## config.mk

```make
export PLATFORM = sky130hd
export DESIGN_NAME = lifo_stack_with_value_search_flat
export DESIGN_NICKNAME = d
export VERILOG_FILES = /design/src/rtl/core/lsvs_pkg.sv /design/src/rtl/core/lsvs_if.sv /design/src/rtl/core/lifo_stack_with_value_search.sv /design/src/rtl/core/lsvs_cell.sv /design/src/flat_wrapper.sv
export SDC_FILE = /design/constraint.sdc
export NUM_CORES = 1
export LEC_CHECK = 0
export ABC_AREA = 1
export BUFFER_PORTS_ARGS = -buffer_cell sky130_fd_sc_hd__buf_2
export CORE_MARGIN = 1
export CORE_UTILIZATION = 57
export CTS_CLUSTER_SIZE = 24
export DETAILED_ROUTE_END_ITERATION = 8
export PLACE_DENSITY_LB_ADDON = 0.12
export SYNTH_ARGS = -nofsm -noshare
export SYNTH_HDL_FRONTEND = slang
export SYNTH_SLANG_ARGS = --single-unit
```

## constraint.sdc

```tcl
create_clock -name i_clk -period 28 [get_ports i_clk]
set_input_delay 2.8 -clock i_clk [delete_from_list [all_inputs] [get_ports i_clk]]
set_output_delay 2.8 -clock i_clk [all_outputs]
set_load 0.01 [all_outputs]
```

## src/rtl/core/lsvs_pkg.sv

```systemverilog
// ----------------------------------------------------------------------------
// lsvs_pkg
// Shared types, sizes and helpers for the LIFO stack with value search.
// ----------------------------------------------------------------------------
package lsvs_pkg;

    localparam int unsigned DEPTH   = 16;
    localparam int unsigned DATA_W  = 32;
    localparam int unsigned FUNC_W  = 2;
    localparam int unsigned STAT_W  = 2;
    localparam int unsigned OCC_W   = 5;
    localparam int unsigned CNT_W   = $clog2(DEPTH + 1);

    typedef enum logic [FUNC_W-1:0] {
        FN_PUSH   = 2'd0,
        FN_POP    = 2'd1,
        FN_SEARCH = 2'd2
    } t_func;

    typedef enum logic [STAT_W-1:0] {
        ST_OK    = 2'd0,
        ST_EMPTY = 2'd1,
        ST_FULL  = 2'd2
    } t_status;

    // per-cycle shift command shared by all cells
    typedef struct packed {
        logic push;
        logic pop;
    } t_cell_ctrl;

    typedef logic [CNT_W-1:0] t_cnt;
    typedef logic [OCC_W-1:0] t_occ;

    // count or position onto the 5-bit result fields
    function automatic t_occ to_occ(input t_cnt c);
        return OCC_W'(c);
    endfunction

endpackage

```

## src/rtl/core/lsvs_if.sv

```systemverilog
// ----------------------------------------------------------------------------
// lsvs_if
// Valid/ready channels for operations in and results out.
// ----------------------------------------------------------------------------
interface lsvs_in_if;
    logic                               valid;
    logic                               ready;
    logic [lsvs_pkg::FUNC_W-1:0]        func;
    logic signed [lsvs_pkg::DATA_W-1:0] value_in;

    modport source (output valid, output func, output value_in, input ready);
    modport sink   (input valid, input func, input value_in, output ready);
endinterface

interface lsvs_out_if;
    logic                               valid;
    logic                               ready;
    logic [lsvs_pkg::STAT_W-1:0]        status;
    logic [lsvs_pkg::OCC_W-1:0]         position;
    logic signed [lsvs_pkg::DATA_W-1:0] value_out;
    logic [lsvs_pkg::OCC_W-1:0]         occupancy;

    modport source (output valid, output status, output position, output value_out,
                    output occupancy, input ready);
    modport sink   (input valid, input status, input position, input value_out,
                    input occupancy, output ready);
endinterface

```

## src/rtl/core/lifo_stack_with_value_search.sv

```systemverilog
// ----------------------------------------------------------------------------
// lifo_stack_with_value_search
// Bounded LIFO of signed 32-bit values built as a shifting chain of cells,
// with a per-cell comparator for a topmost-match search.
//
//   channel | dir | beat payload
//   --------+-----+--------------------------------------------
//   i_in    | in  | func, value_in
//   o_out   | out | status, position, value_out, occupancy
//
// One beat in gives one beat out in the cycle after, from the result register.
// Push, pop and search each complete in the cell chain as the beat is taken, so a new
// beat is taken every cycle while the result register is empty or drained.
// A stalled result holds the input off; the chain itself never stalls.
// Reset clears the count and the result valid flag; cell contents stay as-is.
// ----------------------------------------------------------------------------
module lifo_stack_with_value_search (
    input  logic          i_clk,
    input  logic          i_rst_n,
    lsvs_in_if.sink       i_in,
    lsvs_out_if.source    o_out
);

    localparam int unsigned DEPTH = lsvs_pkg::DEPTH;

    lsvs_pkg::t_cnt              r_count;
    lsvs_pkg::t_cnt              n_count;
    lsvs_pkg::t_cell_ctrl        w_ctrl;
    lsvs_pkg::t_func             w_func;
    logic [lsvs_pkg::DATA_W-1:0] w_data  [DEPTH];
    logic [DEPTH-1:0]            w_match;
    logic [DEPTH-1:0]            w_occ;
    logic                        w_acc;
    logic                        w_full;
    logic                        w_empty;
    lsvs_pkg::t_cnt              w_hit;

    logic                        r_out_valid;
    lsvs_pkg::t_status           r_status;
    lsvs_pkg::t_status           n_status;
    lsvs_pkg::t_occ              r_pos;
    lsvs_pkg::t_occ              n_pos;
    logic [lsvs_pkg::DATA_W-1:0] r_vout;
    logic [lsvs_pkg::DATA_W-1:0] n_vout;
    lsvs_pkg::t_occ              r_occ;

    assign i_in.ready = !r_out_valid || o_out.ready;
    assign w_acc      = i_in.valid && i_in.ready;
    assign w_func     = lsvs_pkg::t_func'(i_in.func);
    assign w_full     = (r_count == lsvs_pkg::CNT_W'(DEPTH));
    assign w_empty    = (r_count == '0);

    // cell chain, index 0 is the top of the stack
    genvar g;
    generate
        for (g = 0; g < DEPTH; g++) begin : g_cell
            logic [lsvs_pkg::DATA_W-1:0] w_above;
            logic [lsvs_pkg::DATA_W-1:0] w_below;

            if (g == 0) begin : g_top
                assign w_above = i_in.value_in;
            end else begin : g_mid
                assign w_above = w_data[g-1];
            end
            if (g == DEPTH - 1) begin : g_bot
                assign w_below = w_data[g];
            end else begin : g_nbot
                assign w_below = w_data[g+1];
            end

            assign w_occ[g] = (lsvs_pkg::CNT_W'(g) < r_count);

            lsvs_cell u_cell (
                .i_clk        (i_clk),
                .i_ctrl       (w_ctrl),
                .i_from_above (w_above),
                .i_from_below (w_below),
                .i_occ        (w_occ[g]),
                .i_key        (i_in.value_in),
                .o_data       (w_data[g]),
                .o_match      (w_match[g])
            );
        end
    endgenerate

    // topmost match wins: scan from bottom so the lowest index lands last
    always_comb begin
        w_hit = '0;
        for (int i = DEPTH - 1; i >= 0; i--) begin
            if (w_match[i]) begin
                w_hit = lsvs_pkg::CNT_W'(i + 1);
            end
        end
    end

    always_comb begin
        w_ctrl   = '0;
        n_count  = r_count;
        n_status = lsvs_pkg::ST_OK;
        n_pos    = '0;
        n_vout   = '0;
        unique case (w_func)
            lsvs_pkg::FN_PUSH: begin
                if (w_full) begin
                    n_status = lsvs_pkg::ST_FULL;
                end else begin
                    w_ctrl.push = w_acc;
                    n_count     = r_count + 1'b1;
                end
            end
            lsvs_pkg::FN_POP: begin
                if (w_empty) begin
                    n_status = lsvs_pkg::ST_EMPTY;
                end else begin
                    w_ctrl.pop = w_acc;
                    n_count    = r_count - 1'b1;
                    n_vout     = w_data[0];
                end
            end
            lsvs_pkg::FN_SEARCH: begin
                n_pos = lsvs_pkg::to_occ(w_hit);
            end
            default: begin
            end
        endcase
    end

    always_ff @(posedge i_clk) begin
        if (!i_rst_n) begin
            r_count     <= '0;
            r_out_valid <= 1'b0;
        end else begin
            if (w_acc) begin
                r_count     <= n_count;
                r_out_valid <= 1'b1;
            end else if (o_out.ready) begin
                r_out_valid <= 1'b0;
            end
        end
    end

    always_ff @(posedge i_clk) begin
        if (w_acc) begin
            r_status <= n_status;
            r_pos    <= n_pos;
            r_vout   <= n_vout;
            r_occ    <= lsvs_pkg::to_occ(n_count);
        end
    end

    assign o_out.valid     = r_out_valid;
    assign o_out.status    = r_status;
    assign o_out.position  = r_pos;
    assign o_out.value_out = r_vout;
    assign o_out.occupancy = r_occ;

    a_count_bound: assert property (@(posedge i_clk) disable iff (!i_rst_n)
        r_count <= lsvs_pkg::CNT_W'(DEPTH))
        else $error("stack count beyond depth");

    a_push_top: assert property (@(posedge i_clk) disable iff (!i_rst_n)
        (w_acc && w_func == lsvs_pkg::FN_PUSH && !w_full)
        |=> (w_data[0] == $past(i_in.value_in)) && (r_count == $past(r_count) + 1'b1))
        else $error("pushed value not on top");

    a_empty_pop: assert property (@(posedge i_clk) disable iff (!i_rst_n)
        (r_out_valid && r_status == lsvs_pkg::ST_EMPTY)
        |-> (r_vout == '0) && (r_occ == '0))
        else $error("empty pop reported data or entries");

    a_pos_in_range: assert property (@(posedge i_clk) disable iff (!i_rst_n)
        (r_out_valid && r_pos != '0) |-> (r_pos <= r_occ))
        else $error("search position beyond occupancy");

endmodule

```

## src/rtl/core/lsvs_cell.sv

```systemverilog
// ----------------------------------------------------------------------------
// lsvs_cell
// One stack slot: shifts down on push, up on pop, compares against the key.
// ----------------------------------------------------------------------------
module lsvs_cell (
    input  logic                        i_clk,
    input  lsvs_pkg::t_cell_ctrl        i_ctrl,
    input  logic [lsvs_pkg::DATA_W-1:0] i_from_above,
    input  logic [lsvs_pkg::DATA_W-1:0] i_from_below,
    input  logic                        i_occ,
    input  logic [lsvs_pkg::DATA_W-1:0] i_key,
    output logic [lsvs_pkg::DATA_W-1:0] o_data,
    output logic                        o_match
);

    logic [lsvs_pkg::DATA_W-1:0] r_data;
    logic [lsvs_pkg::DATA_W-1:0] n_data;

    always_comb begin
        n_data = r_data;
        if (i_ctrl.push) begin
            n_data = i_from_above;
        end else if (i_ctrl.pop) begin
            n_data = i_from_below;
        end
    end

    always_ff @(posedge i_clk) begin
        r_data <= n_data;
    end

    assign o_data  = r_data;
    assign o_match = i_occ && (r_data == i_key);

endmodule
```

## src/flat_wrapper.sv

```systemverilog
// flat-port wrapper written by rule: the top's interface ports become plain ports
module lifo_stack_with_value_search_flat 
  (i_clk, i_rst_n, i_in_valid, i_in_func, i_in_value_in, i_in_ready, o_out_valid, o_out_status, o_out_position, o_out_value_out, o_out_occupancy, o_out_ready);
  lsvs_in_if i_in_i ();
  lsvs_out_if o_out_i ();
  input  logic i_clk;
  input  logic i_rst_n;
  input wire logic [$bits(i_in_i.valid)-1:0] i_in_valid;
  input wire logic [$bits(i_in_i.func)-1:0] i_in_func;
  input wire logic [$bits(i_in_i.value_in)-1:0] i_in_value_in;
  output wire logic [$bits(i_in_i.ready)-1:0] i_in_ready;
  output wire logic [$bits(o_out_i.valid)-1:0] o_out_valid;
  output wire logic [$bits(o_out_i.status)-1:0] o_out_status;
  output wire logic [$bits(o_out_i.position)-1:0] o_out_position;
  output wire logic [$bits(o_out_i.value_out)-1:0] o_out_value_out;
  output wire logic [$bits(o_out_i.occupancy)-1:0] o_out_occupancy;
  input wire logic [$bits(o_out_i.ready)-1:0] o_out_ready;
  assign i_in_i.valid = i_in_valid;
  assign i_in_i.func = i_in_func;
  assign i_in_i.value_in = i_in_value_in;
  assign i_in_ready = i_in_i.ready;
  assign o_out_valid = o_out_i.valid;
  assign o_out_status = o_out_i.status;
  assign o_out_position = o_out_i.position;
  assign o_out_value_out = o_out_i.value_out;
  assign o_out_occupancy = o_out_i.occupancy;
  assign o_out_i.ready = o_out_ready;
  lifo_stack_with_value_search u_core (.i_clk(i_clk), .i_rst_n(i_rst_n), .i_in(i_in_i), .o_out(o_out_i));
endmodule
```

==> results.md <==
- Status: complete, no violations
- Net Count, Synth: 2948
- Global-route wire length before repair: between 150000 and 200000 um
- Top_reg_cell synth: edfxtp_1
- Nets: 2951
- Global Route Usage Sum: slightly above 40%
- Syn Inst Count: slightly below 3000
- Min cycle time layout: between 7 and 8 ns
- Commonest non-fill, non-tap cell in the layout: nand2_1
- PostCTS Resize Cnt: 0
- Die Ht: 232 um
- Power Dens Cells: 63.4 nW/um^2
- Initial antenna violation count: 6
- Setup WS pre-CTS: 20.04 ns
- RSZ-0062 raised after global routing: no
- Final TNS setup: 0 ns
- EDFF count, synth: approximately 560
- Synth Cell Area: roughly 30000 sq um
- Layout area overhead: 7.93%
- 1st-pass router iterations: 6
- Endpoints failing setup: 0
- Num rows: 83
- Max-cap violations: 0
- Synth Area in Adders: 0.125%
- F_max: around 140 MHz
- FF-to-FF setup slack: ~22 ns
- Fin. Hold Viols: 0
- Post-synth cell types: 43
- Final Hold Slack: about 0.47 ns
- Post-synthesis mux area share: between 5 and 6%
- IO Port Bufs: 83
- Hold_buf cts: 0
- Synth Area in Simple Gates: 12.5%
- Hold path depth: 0
- CTS Buf Count: 59
- CTS tree: done
- DR vias/cell: around 6.4
- Starting Density: around three fifths
- Worst Hold Launch: u_core.g_cell[14].u_cell.o_data[11]
- Required time worst endpoint: between 20 and 30 ns
- Seq/Total Area, Yosys: around 56%
- WL/cell: around 30 um
- Iter 0 DRT Violations: between 3000 and 4000
- Syn. warnings: 0
- Startpoint types: primary input
- Worst-Margin Slew: around 1.2 ns
- Hold WC Path Type: register to register
- CTS sink cnt: 562
- Fraction of layout cells with a size suffix above 1: between 10% and 20%
- Crit path DAT: 7.44 ns
- Clk_lat worst skew: 0.64 ns
- Crit. End Element: register
- Period utilisation layout: ~26%
- Leakage: 11.7 nW
- Synth Area per Inst: slightly above 10 sq um
- Die width: approximately 230 um
- Drt total wl: ~110000 um
- Deepest clock path buffer count: 3
- Post-CTS Setup Repair Bufs: 0
- Drt drc: 0
- Worst-path fanout max: 190
- Largest net degree at the start of global routing: 223
- Setup ws final: about 21 ns
- Async set-reset flop share out of synthesis: 0%
- Worst-path clk slew: roughly 0.06 ns
- Worst Reg2Reg Path Length in Cells: 11
- Via count: roughly 23000
- Register bit total from synthesis: ~560
- Remaining Overflow, GRT: 0
- Die ar.: about 54000 sq um
- Power Total: around 2 mW
- Post-DP HPWL: between 70000 and 80000 um
- Routability Congestion: 1.00
- Setup CP Type: primary input to register
- H-tree Lvls: 2
- Post-Synth XOR/XNOR Area: around 8.4%
- Largest family of logic cells by synthesized area: simple AND/OR/NAND/NOR gates
- IO Count: between 80 and 90
- Root buffer selected by CTS: clkbuf_16
- Core ar.: a little over 50000 sq um
- R2R Path Start: u_core.r_count[0]
- Final Max Tran Viols: 0
- Relative slew margins: roughly a fifth
- Compound-Gate Fraction of Synth Area: a little over a tenth
- Commonest cells after routing, fill and taps aside: nand2_1 (612), edfxtp_1 (556), inv_1 (298)
- Vias in the first global route: 22119
- Antenna Nets Post-Route: 0
- Worst vdd ir: just over 50 uV
- Hold EP: u_core.g_cell[15].u_cell.o_data[11]
- Final setup skew: between 0.01 and 0.015 ns
- R2R Path End: u_core.g_cell[5].u_cell.o_data[22]
-- kinds of logic after synthesis --
kind of cell    Yosys count
xor+xnor                288
buf+inv                 476
mux                     141
compound gates          535
flops                   562
fa+ha+maj                 3
simple gates            902
-- per-layer routing --
metal  track usage, %  share of wire, %  vias up  wire (um)
li1                 -                 -    10052          -
met1             50.3                36    11273      39400
met2             61.9                45     1542      49000
met3             7.83               9.9      416      10900
met4             34.1               9.7        8      10600
met5                0             0.045        -         50
-- layout make-up --
cell class	count	area (sq um)
diodes	3	7.51
repair buffers	108	628
clock buffers	71	1560
fillers	4312	19200
well taps	680	851
inverters	310	1160
clock inverters	39	289
multi-input cells	1869	11200
flip-flops and latches	562	16800
-- where the power goes --
group          internal, mW  total (mW)  switching [mW]
Combinational        0.0799       0.252           0.172
Clock                 0.432       0.778           0.346
Sequential            0.987        1.03          0.0448
-- worst max path at each step --
| stage | from | end | cells after the start |
|---|---|---|---|
| 2_1_floorplan | i_in_func[0] | u_core.r_count[0] | 8 |
| 3_3_place_gp | i_in_func[0] | u_core.g_cell[6].u_cell.o_data[15] | 11 |
| 3_5_place_dp | i_in_func[0] | u_core.g_cell[6].u_cell.o_data[15] | 11 |
| 4_1_cts | i_in_func[0] | u_core.g_cell[6].u_cell.o_data[15] | 11 |
| 5_1_grt | i_in_func[0] | u_core.g_cell[6].u_cell.o_data[15] | 11 |
| 6_report | i_in_func[0] | u_core.g_cell[5].u_cell.o_data[22] | 11 |
-- through the flow --
step	util [%]	std cells	cell area, sq um
after global routing	62.9	3641	32500
after global placement	59.3	3529	30700
after floorplan	-	2907	30100
after CTS	62.9	3639	32500
after detailed placement	59.3	3529	30700
final	62.9	3642	32500
-- state kept, by name, indices dropped and copies added, names as in the netlist --
register,flops
u_core.o_out.valid,1
u_core.o_out.value_out,32
u_core.o_out.position,5
u_core.o_out.status,2
u_core.o_out.occupancy,5
u_core.r_count,5
u_core.g_cell.u_cell.o_data,512
-- worst max-delay path, cell delays in order --
cell and delay (ns):
buf_2 0.12, inv_1 0.05, nor2_1 0.13, inv_1 0.09, nor2_1 0.20, clkinv_1 0.73
a21oi_4 0.38, buf_4 0.58, buf_4 0.73, buf_12 0.74, buf_4 0.78
-- synth_stat cells (2+ instances only) --
master	number	share of area [%]
nor2_2	2	0.042
a31oi_1	2	0.042
nand3_1	28	0.47
o21a_1	135	3.4
a21oi_1	16	0.27
or4_1	6	0.15
nand3b_1	2	0.050
inv_2	9	0.11
clkinv_1	2	0.025
o21ai_0	214	3.6
and2_1	4	0.083
nor2_1	123	1.5
nand2_1	612	7.6
nor4b_1	3	0.087
nor4_1	40	0.83
xnor2_1	192	5.6
o2111ai_1	6	0.17
buf_6	2	0.075
clkbuf_1	30	0.37
buf_2	75	1.2
mux2_2	141	5.3
o22ai_1	126	2.6
xor2_1	96	2.8
inv_1	299	3.7
nor3_1	16	0.27
edfxtp_1	556	55
o211ai_1	2	0.050
nor3b_1	2	0.050
ha_1	3	0.12
dfxtp_1	6	0.40
o21ai_1	19	0.32
buf_4	58	1.4
o221ai_1	2	0.058
a221oi_1	11	0.32
or2_2	3	0.062
nand4_1	57	1.2
Power figures use the tool's default switching activity.
